## src/hw/rtl/plcm_pkg.sv

```systemverilog
// Package for the piecewise linear color map: widths, codes, table sizes and
// the reset values of the special colors. Used by all files but plcm_ram.
package plcm_pkg;

  localparam int ENTRIES  = 16;
  localparam int EPSILON  = 66;
  localparam int NUM_CH   = 4;
  localparam int NUM_KIND = 5;
  localparam int SLOT_W   = $clog2(ENTRIES);
  localparam int CNT_W    = $clog2(ENTRIES + 1);
  localparam int ADDR_W   = 2 + SLOT_W;
  localparam int DEPTH    = NUM_CH * ENTRIES;
  localparam int ENT_W    = 32 + 17 + 32;
  localparam logic [16:0] ONE_Q16 = 17'd65536;

  localparam logic [1:0] OP_QUERY   = 2'd0;
  localparam logic [1:0] OP_WR_BP   = 2'd1;
  localparam logic [1:0] OP_WR_SPEC = 2'd2;

  localparam logic [1:0] CLS_FINITE = 2'd0;
  localparam logic [1:0] CLS_NAN    = 2'd1;
  localparam logic [1:0] CLS_PINF   = 2'd2;
  localparam logic [1:0] CLS_NINF   = 2'd3;

  localparam logic [2:0] RG_INTERP = 3'd0;
  localparam logic [2:0] RG_NAN    = 3'd1;
  localparam logic [2:0] RG_PINF   = 3'd2;
  localparam logic [2:0] RG_NINF   = 3'd3;
  localparam logic [2:0] RG_BELOW  = 3'd4;
  localparam logic [2:0] RG_ABOVE  = 3'd5;

  localparam logic CFG_MIN = 1'b0;
  localparam logic CFG_MAX = 1'b1;

  // One classified query in the queue between front and back.
  typedef struct packed {
    logic signed [31:0] sample;
    logic [2:0]         region;
  } query_t;

  function automatic logic [16:0] sat_one(input logic [16:0] v);
    return (v > ONE_Q16) ? ONE_Q16 : v;
  endfunction

  function automatic logic [16:0] special_reset(input int kind, input int ch);
    logic [16:0] r;
    r = 17'd0;
    if (ch == 3) r = 17'd32768;
    else case (kind)
      0: r = (ch == 2) ? ONE_Q16 : 17'd0;
      1: r = (ch == 1) ? ONE_Q16 : 17'd0;
      2: r = (ch == 0) ? ONE_Q16 : 17'd0;
      3: r = (ch != 2) ? ONE_Q16 : 17'd0;
      default: r = (ch != 1) ? ONE_Q16 : 17'd0;
    endcase
    return r;
  endfunction

endpackage

```

## src/hw/rtl/plcm_front.sv

```systemverilog
// Front end: accepts requests, performs table writes and classifies queries
// into a region. Depends on plcm_pkg.
module plcm_front import plcm_pkg::*; (
  input  logic               in_valid,
  output logic               in_ready,
  input  logic [1:0]         opcode,
  input  logic [1:0]         value_class,
  input  logic signed [31:0] sample_value,
  input  logic [3:0]         slot,
  input  logic [2:0]         special_kind,
  input  logic [16:0]        intensity,
  input  logic signed [31:0] min_level,
  input  logic signed [31:0] max_level,
  input  logic               q_full,
  input  logic               q_valid,
  input  logic               back_busy,
  output logic               q_push,
  output query_t             q_data,
  output logic               bp_we,
  output logic               spec_we,
  output logic [2:0]         spec_kind,
  output logic [16:0]        spec_val
);
  logic acc;
  logic is_write;

  // A table write must not overtake a query that is still queued or being
  // worked on, so writes wait until the back end has drained.
  assign is_write  = (opcode == OP_WR_BP) || (opcode == OP_WR_SPEC);
  assign in_ready  = !q_full && (!is_write || (!q_valid && !back_busy));
  assign acc       = in_valid && in_ready;
  assign q_push    = acc && (opcode == OP_QUERY);
  assign bp_we     = acc && (opcode == OP_WR_BP) && ({28'd0, slot} < ENTRIES);
  assign spec_we   = acc && (opcode == OP_WR_SPEC) && (special_kind < 3'(NUM_KIND));
  assign spec_kind = special_kind;
  assign spec_val  = sat_one(intensity);

  always_comb begin
    q_data.sample = sample_value;
    unique case (value_class)
      CLS_NAN:  q_data.region = RG_NAN;
      CLS_PINF: q_data.region = RG_PINF;
      CLS_NINF: q_data.region = RG_NINF;
      default: begin
        if (sample_value < min_level)       q_data.region = RG_BELOW;
        else if (sample_value >= max_level) q_data.region = RG_ABOVE;
        else                                q_data.region = RG_INTERP;
      end
    endcase
  end
endmodule

```

## config.mk

```make
export PLATFORM = sky130hd
export DESIGN_NAME = plcm_front
export DESIGN_NICKNAME = d
export VERILOG_FILES = /design/src/hw/rtl/plcm_pkg.sv /design/src/hw/rtl/plcm_front.sv
export SDC_FILE = /design/constraint.sdc
export NUM_CORES = 1
export LEC_CHECK = 0
export ABC_CLOCK_PERIOD_IN_PS = 2400
export BUFFER_PORTS_ARGS = -buffer_cell sky130_fd_sc_hd__buf_2
export CAP_MARGIN = 10
export CELL_PAD_IN_SITES_DETAIL_PLACEMENT = 0
export CELL_PAD_IN_SITES_GLOBAL_PLACEMENT = 1
export CORE_UTILIZATION = 25
export DETAILED_ROUTE_END_ITERATION = 16
export PLACE_DENSITY_LB_ADDON = 0.1
export REMOVE_ABC_BUFFERS = 1
export SLEW_MARGIN = 10
export SYNTH_ARGS = -nofsm -noshare
export SYNTH_HDL_FRONTEND = slang
export SYNTH_SLANG_ARGS = --single-unit
```

## constraint.sdc

```tcl
create_clock -name vclk -period 2.4
set_input_delay 0 -clock vclk [all_inputs]
set_output_delay 0 -clock vclk [all_outputs]
set_load 0.01 [all_outputs]
```

After elaboration in Yosys (flattened, before gate mapping):

Index checks and enable logic that the tools add are counted.

* register bits after elaboration: 0
* latch bits: 0
* memory bits (writable): 0
* memory bits (read-only): 0
* input port bits: 128
* output and inout bits: 59
* logic and storage cells: 27
* memories: 0

* $add $sub $neg: 0
* multipliers: 0
* div/mod/pow operators: 0
* order comparisons: 4
* equality and inequality tests: 5
* shifts and indexed selects: 0
* muxes and demuxes: 4
* bitwise logic cells: 0
* reduce and logical (&&, ||, !) cells: 14

Operators with widths (count)
* 32-bit greater-or-equal comparator: 1
* 32-bit < comparator: 1
* 17-bit greater-than comparator, second input constant: 1
* 17-bit 2-to-1 mux: 1
* 3-bit one-hot mux with 3 select lines: 1
* 1-bit logical AND: 7
* 2-bit equality test, second input constant: 3
* 3-bit 2-to-1 mux: 2
* 2-bit by 1-bit equality test with 1-bit output, second input constant: 2
* 1-bit zero test: 4
* 3-bit < comparator, second input constant: 1
* 2-bit zero test: 1
* 1-bit logical OR: 2

Logic depth before layout (Yosys ltp):

* word-level depth: 8
* depth in mapped cells: 9
* gate-level depth less buffers: 9

Worst setup path after synthesis:

Ideal clock, no wire load.

* path type: input-to-output
* from: in min_level[25]
* to: out q_data[2] in the netlist's numbering
* arrival: 1818 ps
* required time: 2400 ps
* setup slack: 582 ps
* cell stages on the path: 9
* buffers on the path: 0
* cells stage by stage: inv_1 ha_1 a21o_1 a21o_1 a221o_1 a2111oi_2 o31ai_1 a21o_1 a211oi_2

RTL lines
* start: declaration: line plcm_front.sv:12 `input logic signed [31:0] min_level,`
* end: declaration: line plcm_front.sv:18 `output query_t q_data,`

==> impl_results.md <==
* Total power divided by cell area at ~160 nW/um^2
* Maxcap violations at 0
* Tcrit/Tclk final at 0.917
* Syn_area_per_cell at just over 7 sq um
* Max-slew headroom at 0.490
* Commonest cells after routing, fill and taps aside: 183 x buf_2, 69 x inv_1, 66 x ha_1, 23 x a21oi_1, 17 x nor2b_1
* Worst Tran Pin Value at 0.756 ns
* Post-route setup slack at ~0.20 ns
* CP endpoint kind: primary output
* Total GRT Usage at 0.116
* Seq/Total Area, Yosys at 0
* Layout cells sized above 1 at 0.416
* Hold WC Path Type: in2out
* Post-synthesis cell type count at 33
* Global-route wire length before repair at between 8000 and 9000 um
* Cells after Synth at around 300
* Hold Path Sink: spec_kind[2]
* Status: finished, final reports clean
* Diode count at 0
* Initial DRC Count at 29
* Most common cell after layout, fill and taps aside: buf_2
* Worst Path Required at 2.40 ns
* # DRC at 0
* Min Hold Slack at approximately 0.19 ns
* Initial core utilization at 0.259
* Antenna violations before repair at 0
* Placer Congestion at 0.694
* Number of fillers in the final layout at 933
* Final max-slew violation count at 0
* Mapped Area at between 2000 and 2500 sq um
* Lkg Pwr at 1.89 nW
* Fin Setup TNS at 0 ns
* Buffer count from post-CTS setup fixing at 0
* Register area at 0 sq um
* Die X at approximately 94 um
* Hold Path Depth at 2
* Total of warnings raised by yosys at 0
* PortBufs at about 180
* Area Growth Syn to Fin at 36.5%
* Unrepaired setup endpoints after global routing: no
* WL final at between 5000 and 6000 um
* Routed vias at between 2k and 2.5k
* Max Fclk at about 0.45 GHz
* Io pins at 187
* Rows at 33
* Hold_sp: special_kind[2]
* Fin crit period at approximately 2.2 ns
* Fin util at 0.353
* Nets at ~640
* Setup Crit Path Kind: in2out
* Chip height at about 94 um
* Die ar. at 8880 sq um
* Antenna Nets Post-Route at 0
* Post-cts hold buffer count at 0
* Cells resized by post-CTS repair at 0
* Worst slack, placed at about 0.16 ns
* Multi-input logic area at 1600 sq um
* TritonRoute pass-1 iters at 3
* Worst IR Drop VDD at slightly above 0.06 mV
* Largest net degree at the start of global routing at 11
* Num sequential at 0
* Grt total ovfl at 0
* Clock Buffer Count at 0
* Final HPWL DP at 5460 um
* Hold Violations, Final at 0
* CP Data Arrival Time at around 2.2 ns
* Core outline area at between 8000 and 9000 sq um
* Via density at 4.30
* Setup Viol. Count Final at 0
* CP max FO at 3
* Number of global-route vias before repair at a little over 2k
* Routed length per instance at ~10 um
* Critical Path Start Type: primary input
==> metrics by stage <==
stage	total power, mW	cells	area [sq um]
after floorplan	0.230	262	1860
after global placement	0.469	550	2900
after detailed placement	0.474	550	2900
after CTS	0.477	550	2900
after global routing	0.534	550	2900
final	0.465	550	2900
==> synthesized netlist by cell type, drive strengths merged, types with 2 or more instances <==
master / instances / share of area
clkbuf: 2 / 0.0035
nor2b: 17 / 0.050
nor3: 3 / 0.0071
and3: 3 / 0.0088
ha: 66 / 0.39
a2111oi: 2 / 0.011
buf: 35 / 0.12
nor4: 5 / 0.015
o21a: 3 / 0.011
or4: 3 / 0.011
nor2: 6 / 0.011
a211oi: 3 / 0.013
inv: 69 / 0.12
o31ai: 2 / 0.0071
a21oi: 23 / 0.054
nand3: 5 / 0.012
nand2: 9 / 0.016
nand4: 13 / 0.038
a21o: 8 / 0.028
o211ai: 3 / 0.011
o21ai: 9 / 0.021
==> layer usage <==
layer  vias up  routed length (um)  GRT usage
met1      1002                2520      0.150
met4         0                   0          0
met5         -                   0          0
met3         0                 292    0.00162
li1       1292                   -          -
met2        73                2880      0.225
==> critical path: stages <==
cell	delay, ns
buf_2	0.12
ha_1	0.31
a21oi_1	0.17
o21ai_0	0.15
o2bb2ai_1	0.15
or4_1	0.54
a21oi_1	0.18
mux2i_1	0.32
o31ai_1	0.11
buf_2	0.14
==> power breakdown <==
group	leakage (nW)	switching [mW]	internal (mW)
sequential	0	0	0
combinational	1.89	0.234	0.231
clock	0	0	0
total	1.89	0.234	0.231
==> final cells by class <==
| type | instances | area share |
|---|---|---|
| Tap cell | 105 | 0.0452 |
| Inverter | 69 | 0.0892 |
| Multi-Input combinational cell | 193 | 0.550 |
| Timing Repair Buffer | 183 | 0.315 |
==> worst max path at each step <==
stage                    startpoint   endpoint  slack, ns  cells past startpoint
floorplan             min_level[25]  q_data[2]       0.58                      9
global placement    sample_value[5]  q_data[0]       0.20                     10
detailed placement  sample_value[5]  q_data[0]       0.16                     10
CTS                 sample_value[5]  q_data[0]       0.15                     10
global route        sample_value[5]  q_data[2]       0.03                     10
finish              sample_value[5]  q_data[0]       0.20                     10
==> cell families (layout without fill, tap and decap cells) <==
family                   after synthesis  after routing  share of synthesized area
AO/OA/AOI/OAI                         59             59                      0.181
adder cells (fa/ha/maj)               66             66                      0.388
multiplexers                           1              1                    0.00471
buffers and inverters                106            252                      0.249
AND/OR/NAND/NOR                       67             67                      0.178
(Power assumes the default switching activity.)
