==> src/hw/rtl/plcm_pkg.sv <==
// Package for the piecewise linear color map: widths, codes, table sizes and
// the reset values of the special colors. Used by all files but plcm_ram.
package plcm_pkg;

  localparam int ENTRIES  = 16;
  localparam int EPSILON  = 66;
  localparam int NUM_CH   = 4;
  localparam int NUM_KIND = 5;
  localparam int SLOT_W   = $clog2(ENTRIES);
  localparam int CNT_W    = $clog2(ENTRIES + 1);
  localparam int ADDR_W   = 2 + SLOT_W;
  localparam int DEPTH    = NUM_CH * ENTRIES;
  localparam int ENT_W    = 32 + 17 + 32;
  localparam logic [16:0] ONE_Q16 = 17'd65536;

  localparam logic [1:0] OP_QUERY   = 2'd0;
  localparam logic [1:0] OP_WR_BP   = 2'd1;
  localparam logic [1:0] OP_WR_SPEC = 2'd2;

  localparam logic [1:0] CLS_FINITE = 2'd0;
  localparam logic [1:0] CLS_NAN    = 2'd1;
  localparam logic [1:0] CLS_PINF   = 2'd2;
  localparam logic [1:0] CLS_NINF   = 2'd3;

  localparam logic [2:0] RG_INTERP = 3'd0;
  localparam logic [2:0] RG_NAN    = 3'd1;
  localparam logic [2:0] RG_PINF   = 3'd2;
  localparam logic [2:0] RG_NINF   = 3'd3;
  localparam logic [2:0] RG_BELOW  = 3'd4;
  localparam logic [2:0] RG_ABOVE  = 3'd5;

  localparam logic CFG_MIN = 1'b0;
  localparam logic CFG_MAX = 1'b1;

  // One classified query in the queue between front and back.
  typedef struct packed {
    logic signed [31:0] sample;
    logic [2:0]         region;
  } query_t;

  function automatic logic [16:0] sat_one(input logic [16:0] v);
    return (v > ONE_Q16) ? ONE_Q16 : v;
  endfunction

  function automatic logic [16:0] special_reset(input int kind, input int ch);
    logic [16:0] r;
    r = 17'd0;
    if (ch == 3) r = 17'd32768;
    else case (kind)
      0: r = (ch == 2) ? ONE_Q16 : 17'd0;
      1: r = (ch == 1) ? ONE_Q16 : 17'd0;
      2: r = (ch == 0) ? ONE_Q16 : 17'd0;
      3: r = (ch != 2) ? ONE_Q16 : 17'd0;
      default: r = (ch != 1) ? ONE_Q16 : 17'd0;
    endcase
    return r;
  endfunction

endpackage

==> src/hw/rtl/plcm_queue.sv <==
// Two-entry queue of classified queries between front and back.
// Depends on plcm_pkg.
module plcm_queue import plcm_pkg::*; (
  input  logic   clk,
  input  logic   rst,
  input  logic   push,
  input  query_t wdata,
  output logic   full,
  input  logic   pop,
  output logic   valid,
  output query_t rdata
);
  query_t buf_q [2];
  logic   wp, rp;
  logic [1:0] cnt;

  assign full  = cnt == 2'd2;
  assign valid = cnt != 2'd0;
  assign rdata = buf_q[rp];

  always_ff @(posedge clk) begin
    if (push) buf_q[wp] <= wdata;
    if (rst) begin
      wp <= 1'b0; rp <= 1'b0; cnt <= 2'd0;
    end else begin
      if (push) wp <= !wp;
      if (pop)  rp <= !rp;
      cnt <= cnt + 2'(push) - 2'(pop);
    end
  end
endmodule

==> config.mk <==
export PLATFORM = sky130hd
export DESIGN_NAME = plcm_queue
export DESIGN_NICKNAME = d
export VERILOG_FILES = /design/src/hw/rtl/plcm_pkg.sv /design/src/hw/rtl/plcm_queue.sv
export SDC_FILE = /design/constraint.sdc
export NUM_CORES = 1
export LEC_CHECK = 0
export ABC_AREA = 1
export BUFFER_PORTS_ARGS = -buffer_cell sky130_fd_sc_hd__buf_4
export CAP_MARGIN = 20
export CORE_ASPECT_RATIO = 2
export CORE_MARGIN = 2
export CORE_UTILIZATION = 30
export DETAILED_ROUTE_END_ITERATION = 10
export MAX_ROUTING_LAYER = met4
export PLACE_DENSITY = 0.48
export SYNTH_ARGS = -nofsm -noshare
export SYNTH_HDL_FRONTEND = slang
export SYNTH_SLANG_ARGS = --single-unit
export TNS_END_PERCENT = 20
==> constraint.sdc <==
create_clock -name clk -period 6.53 [get_ports clk]
set_clock_uncertainty 0.15 [all_clocks]
set_input_delay 0.653 -clock clk [delete_from_list [all_inputs] [get_ports clk]]
set_output_delay 0.653 -clock clk [all_outputs]
set_load 0.03 [all_outputs]
# [Word-level counts from Yosys, hierarchy flattened]
# Memory sizes are Yosys's and may differ from the RTL's. A register that Yosys moved wholly into a read port is not among the register bits.
# Cells that the tools add are included.
[classes] add_sub_neg=2 eq_ne=1 n_mux=4 reduce_logical=3
[ops] operator="1-bit two-way mux" n=4
[ops] operator="2-bit by 1-bit adder with 2-bit output" n=1
[ops] operator="2-bit equality test (second input constant)" n=1
[ops] operator="1-bit zero test" n=2
[ops] operator="2-bit nonzero test" n=1
[ops] operator="2-bit by 1-bit subtractor with 2-bit output" n=1
[word_totals] register_bits=4 ramBits=70 inputBits=39 out_inout_bits=37 elab_cells=14 mem_count=1
[memory_table] name="buf_q" depth=2 word_bits=35 read_ports=1 rd_clocked_by_memory_dff=1 wr=1 line_no="plcm_queue.sv:13" source="query_t buf_q [2];"

# [Depth between registers and ports, before layout]
# Gate-level depths: netlist of run 1.
[depth] depth_word=3 depth_mapped=7 depth_no_buf=7

# [Worst setup path before layout of run 1]
# Ideal clock, no wire load.
[synth_timing] path_type="input port to flip-flop" startpoint="input port push" endpoint="memory buf_q[0][0] (netlist name) (enable)" setup_time_ns=0.428 arrival_ns=2.167 t_required_ns=5.952 setup_slack_ns=3.785 stages=2 path_buffers=0 path_cell_list="inv_1 > nor2_1"
[synth_via] elab_chain_cells=2
[synth_rtl] element="from (decl)" line_no="plcm_queue.sv:6" source="input logic push,"
[synth_rtl] element="1-bit two-way mux" line_no="plcm_queue.sv:22" source="if (push) buf_q[wp] <= wdata;"
[synth_rtl] element="1-bit two-way mux (implied by the code)" line_no="plcm_queue.sv:22"
[synth_rtl] element="to (decl)" line_no="plcm_queue.sv:13"
# Every way passes these cells.

==> results of run 1 <==
-- layout make-up --
| type | count | area, sq um | area share (%) |
|---|---|---|---|
| clock buffer | 12 | 236 | 6.17 |
| inverter | 8 | 30.0 | 0.784 |
| tap | 104 | 130 | 3.40 |
| timing repair buffer | 78 | 606 | 15.8 |
| multi-input combinational | 53 | 608 | 15.9 |
| sequential | 75 | 2200 | 57.5 |
| clock inverter | 4 | 17.5 | 0.457 |
-- path summary, 6_finish.rpt --
check | slack (ns) | to
worst max register to register | 4.98 | buf_q[0][25]
worst min register to register | 0.37 | rp
worst max-delay path | 3.70 | rdata[3]
worst min-delay path | 0.36 | buf_q[0][0]
-- sequential cells by signal, indices dropped and copies added (netlist names), named ones only --
register	count
wp	1
rp	1
buf_q	70
cnt	2
-- cells in the mapped netlist --
| cell | n |
|---|---|
| nor3_1 | 1 |
| ha_1 | 2 |
| edfxtp_1 | 70 |
| a21oi_1 | 1 |
| nand2_1 | 5 |
| dfxtp_1 | 5 |
| nand3_1 | 1 |
| mux2_2 | 5 |
| buf_6 | 1 |
| buf_12 | 3 |
| inv_1 | 8 |
| mux2_4 | 30 |
| nor2_1 | 7 |
| xnor2_1 | 1 |
-- placed cells by master, fill, tap and decap left out --
| cell type | netlist | layout |
|---|---|---|
| nand3_1 | 1 | 1 |
| dfxtp_2 | 0 | 1 |
| nand2_1 | 5 | 5 |
| buf_4 | 0 | 77 |
| buf_16 | 0 | 1 |
| clkbuf_16 | 0 | 9 |
| mux2_2 | 5 | 5 |
| nor2_1 | 7 | 6 |
| inv_1 | 8 | 8 |
| clkbuf_1 | 0 | 3 |
| mux2_4 | 30 | 30 |
| clkinv_2 | 0 | 2 |
| nor2_4 | 0 | 1 |
| dfxtp_1 | 5 | 4 |
| nor3_1 | 1 | 1 |
| xnor2_1 | 1 | 1 |
| clkinv_1 | 0 | 2 |
| ha_1 | 2 | 2 |
| a21oi_1 | 1 | 1 |
| edfxtp_1 | 70 | 70 |
-- power groups by stage --
stage / clock (mW) / sequential [mW] / combinational [mW]
floorplan: 0 / 0.572 / 0.129
global placement: 0 / 0.579 / 0.186
detailed placement: 0 / 0.579 / 0.187
CTS: 0.437 / 0.570 / 0.188
global route: 0.454 / 0.572 / 0.199
finish: 0.421 / 0.569 / 0.186
-- layer usage --
metal | vias to the layer above | part of all wire (%) | routed length [um]
li1 | 696 | - | -
met1 | 722 | 32 | 1670
met2 | 46 | 60 | 3100
met3 | 11 | 4.0 | 206
met4 | 0 | 3.5 | 182
met5 | - | 0 | 0
-- through the flow --
stage	power, mW	hold WS, ns	instances	cell area, sq um
after global placement	0.765	0.343	317	3550
after CTS	1.19	0.338	333	3800
final	1.18	0.355	334	3830
after floorplan	0.701	0.330	140	2900
after detailed placement	0.767	0.357	317	3550
after global routing	1.23	0.343	334	3830
-- kinds of logic (layout without fill, tap and decap cells) --
kind of cell    after synthesis  after routing  synth area share, %
compound gates                1              1                0.172
xor+xnor                      1              1                0.302
fa+ha+maj                     2              2                0.862
buf+inv                      12            102                 3.49
flops                        75             75                 75.8
mux                          35             35                 17.4
simple gates                 14             14                 1.90
==> run metrics, run 1 <==
pin count of the biggest net entering global routing=37; gr busiest metal=met2; R2R Path Start=wp; Tmin final=2.83 ns; Mapped Cells=140; Initial Util=30.9%; Post-CTS Setup Bufs=0; sequential power share=48.4%; distinct cell type count after synthesis=14; Slew @ Worst Pin=0.612 ns; Crit path required time=5.73 ns; die area=10,500 sq um; post-route ant nets=0; outcome=complete, no violations; grt ovf=0; min-delay src=wdata[0]; Slew Limit Headroom=59.1%; post-CTS sizing=0; Leak=1.54 nW; Syn Nets=181; layout cells sized above 1=54.8%; RSZ-0062 raised after global routing=false; layout net count=266; WL per Instance=15.5 um; crit-path cells=buf_4 -> mux2_2 -> buf_4; count of input and output buffers=75; biggest cell delay along the critical path=0.70 ns; cts hold-fix bufs=0; final hold violation count=0; crit end category=primary output; Synth area leaders=edfxtp_1 (72%), mux2_4 (16%), dfxtp_1 (3.4%); Residual DRC=0; worst-path maximum fanout=18; H-Tree Depth=3; Mean Syn Cell Area=20.7 sq um; Root Driver=clkbuf_16; endpoints failing setup=0; critical path's most frequent cell=buf_4; Rows=50; core area=9380 sq um; R2R cell count=2; CTS tree=yes; VDD IR-drop max=0.219 mV; DRT iter0 DRCs=94; Clock Power Share=35.8%; top cell type by total area after synthesis=edfxtp_1; Critical Path AT=2.03 ns; Synth Cell Area=2900 sq um; Seq cells post-synth=75; Vias=1,475; met1 usage=9.82%; Synth top area share=72.4%; Crit Path Class=reg -> out; fin util=40.8%; Warnings, synthesis=0; met3 GRT Util=2.89%; clk slew on worst S/H paths=0.05 ns; CP Launch Type=flip-flop; dpl ws=3.99 ns; setup TNS=0 ns; initial antenna violation count=0; Antenna Cells=0; crit path max-delay cell type=dfxtp_2; GRT Total Usage=11.3%; Seq/Total Area, Yosys=75.8%; clock tree buffer depth=2; Int Pwr=0.897 mW; combinational share of power=15.9%; Max Cap Violations=0; DR vias/cell=4.42; WHS Path Cells=1; Top delay family on crit path=flip-flops; met2 usage=20.0%; GPL Wtd Cong=0.627; later-pin clock latency in the skew report=0.33 ns; number of global-route vias before repair=1,658; Pwr Density=307 nW/um^2; setup ws final=3.70 ns; final WL=5.17 mm; first-pass iteration count of the detailed router=4; Slew Viols, Final=0; Net Sw Frac=23.7%; first-pass GRT wire length=7.98 mm; clock sinks=75; CP bufs+invs=2; clock buffer count from CTS=9; Horiz. Die Dim=73.6 um; post-route clock period utilization=43.3%; WP depth=3; Max Clock Freq=354 MHz; Hold Crit Class=in -> reg; number of fill cells in the layout=906; area grow syn2layout=31.9%; Die Y-Extent=143 um; DP HPWL=3.42 mm; Psw=0.279 mW; # IOs=76
Note: power is estimated with default switching activity, not from simulation.
==> run 2, diff against run 1 <==
==> constraint.sdc (replaced) <==
create_clock -name clk -period 2.63 [get_ports clk]
set_clock_uncertainty 0.15 [all_clocks]
set_input_delay 0.263 -clock clk [delete_from_list [all_inputs] [get_ports clk]]
set_output_delay 0.263 -clock clk [all_outputs]
set_load 0.03 [all_outputs]
==> run 2 against run 1 <==
- core utilization grew 4.6 points
- sequential share of layout area shrank 5.8 points
- combinational power grew to 2.8 times the previous value
- first-iteration DRC count is the same
- clock-buffer cell count shrank 3
- non-clock buffer count grew 38
- critical path depth is the same
- cell count grew 11%
- power grew to 2.7 times the previous value
- global-route usage grew 0.28 points
- via count grew 8.7%
- worst hold slack lost 0.29 ns
- critical path type unchanged
==> run metrics, run 2 (synthesis gave the netlist of run 1 again) <==
Die Y-Extent=143 um; die area=10,500 sq um; Horiz. Die Dim=73.6 um; DP HPWL=3.74 mm; GPL Wtd Cong=0.642; most frequent cells in the layout=buf_4 (79), edfxtp_1 (70), dlygate4sd3_1 (36); worst hold slack=0.0621 ns; Max Clock Freq=491 MHz; post-route cell area=4260 sq um; Post-CTS Setup Bufs=0; post-route clock period utilization=77.5%; CTS tree=yes; Crit path required time=2.22 ns; Largest regs=buf_q (70), cnt (2); Crit Path Class=reg -> out; Rows=50; final WL=5.44 mm; largest reg by FF count=buf_q; clock buffer count from CTS=9; Slew Viols, Final=0; Antenna Cells=0; Max Cap Violations=0; outcome=complete, no violations; RSZ-0062 raised after global routing=false; post-CTS sizing=0; H-Tree Depth=3; Placed Instance Area=3580 sq um; crit-path cells=buf_12 -> mux2_2 -> buf_4; crit path max-delay cell type=dfxtp_2; Leak=1.72 nW; Critical Path AT=1.62 ns; DRT iter0 DRCs=94; CP Launch Type=flip-flop; initial antenna violation count=0; post-route ant nets=0; grt ovf=0; number of fill cells in the layout=856; cts hold-fix bufs=36; number of global-route vias before repair=1,724; worst-path maximum fanout=27; first-pass iteration count of the detailed router=4; GRT Total Usage=11.6%; crit end category=primary output; commonest non-fill, non-tap cell in the layout=buf_4; setup TNS=0 ns; Slew Limit Headroom=57.7%; layout net count=304; endpoints failing setup=0; fin util=45.4%; later-pin clock latency in the skew report=0.32 ns; Vias=1,604; Tmin final=2.04 ns; Hold Crit Class=in -> reg; biggest cell delay along the critical path=0.49 ns; Root Driver=clkbuf_16; layout cells sized above 1=49.6%; r2r setup slk=1.00 ns; pin count of the biggest net entering global routing=28; DR vias/cell=4.31; Slew @ Worst Pin=0.633 ns; core area=9380 sq um; clock sinks=75; final hold violation count=0; # IOs=76; clock tree buffer depth=2; count of input and output buffers=75; WL per Instance=14.6 um; max FFs per register=70; Placed Cells=320; Pwr Density=748 nW/um^2; first-pass GRT wire length=8.34 mm; VDD IR-drop max=0.516 mV; Initial Util=30.9%; Finished Layout Cells=372; area grow syn2layout=46.8%; Residual DRC=0; clk slew on worst S/H paths=0.06 ns
-- run 2: cell count changes in the layout (fill, tap and decap cells not counted) --
cell / before / now
buf_16: 1 / 0
buf_12: 0 / 1
dlygate4sd3_1: 0 / 36
clkinvlp_4: 0 / 3
clkinv_1: 2 / 0
buf_4: 77 / 79
clkbuf_1: 3 / 0
bufinv_16: 0 / 2
-- run 2: through the flow --
step,power (mW),setup WS (ns)
after global placement,1.91,0.865
after detailed placement,1.91,0.884
after floorplan,1.74,0.252
final,3.19,0.592
after global routing,3.31,0.516
after CTS,3.24,0.549
-- run 2: metal layers --
metal / global-route usage, % / wire, um / vias up
met3: 3.39 / 211 / 6
met1: 9.94 / 1710 / 783
met4: 7.37 / 128 / 0
met5: - / 0 / -
met2: 20.9 / 3390 / 45
li1: - / - / 770
-- run 2: worst paths after layout --
| kind | from | endpoint | cells past startpoint |
|---|---|---|---|
| hold reg to reg | rp | rp | 2 |
| hold / removal | pop | rp | 3 |
| setup reg to reg | wp | buf_q[0][26] | 2 |
| setup / recovery | flip-flop | rdata[1] | 3 |
-- run 2: power by group --
part           leakage (nW)  switching, mW  internal, mW
clock network         0.147          0.445         0.825
registers             0.699         0.0236          1.38
logic                 0.874          0.262         0.253
-- run 2: worst max-delay path: cells and delay by family (launching register included) --
family | cells | cell delay, ns
DFF | 1 | 0.49
buffers and inverters | 2 | 0.45
muxes | 1 | 0.36
-- run 2: area by class of cell --
cell class	instances	area, sq um	area share, %
Multi-Input combinational cell	53	608	14.3
Timing Repair Buffer	116	973	22.8
Inverter	8	30.0	0.704
Sequential cell	75	2200	51.7
Tap cell	104	130	3.05
Clock inverter	7	92.6	2.17
Clock buffer	9	225	5.28
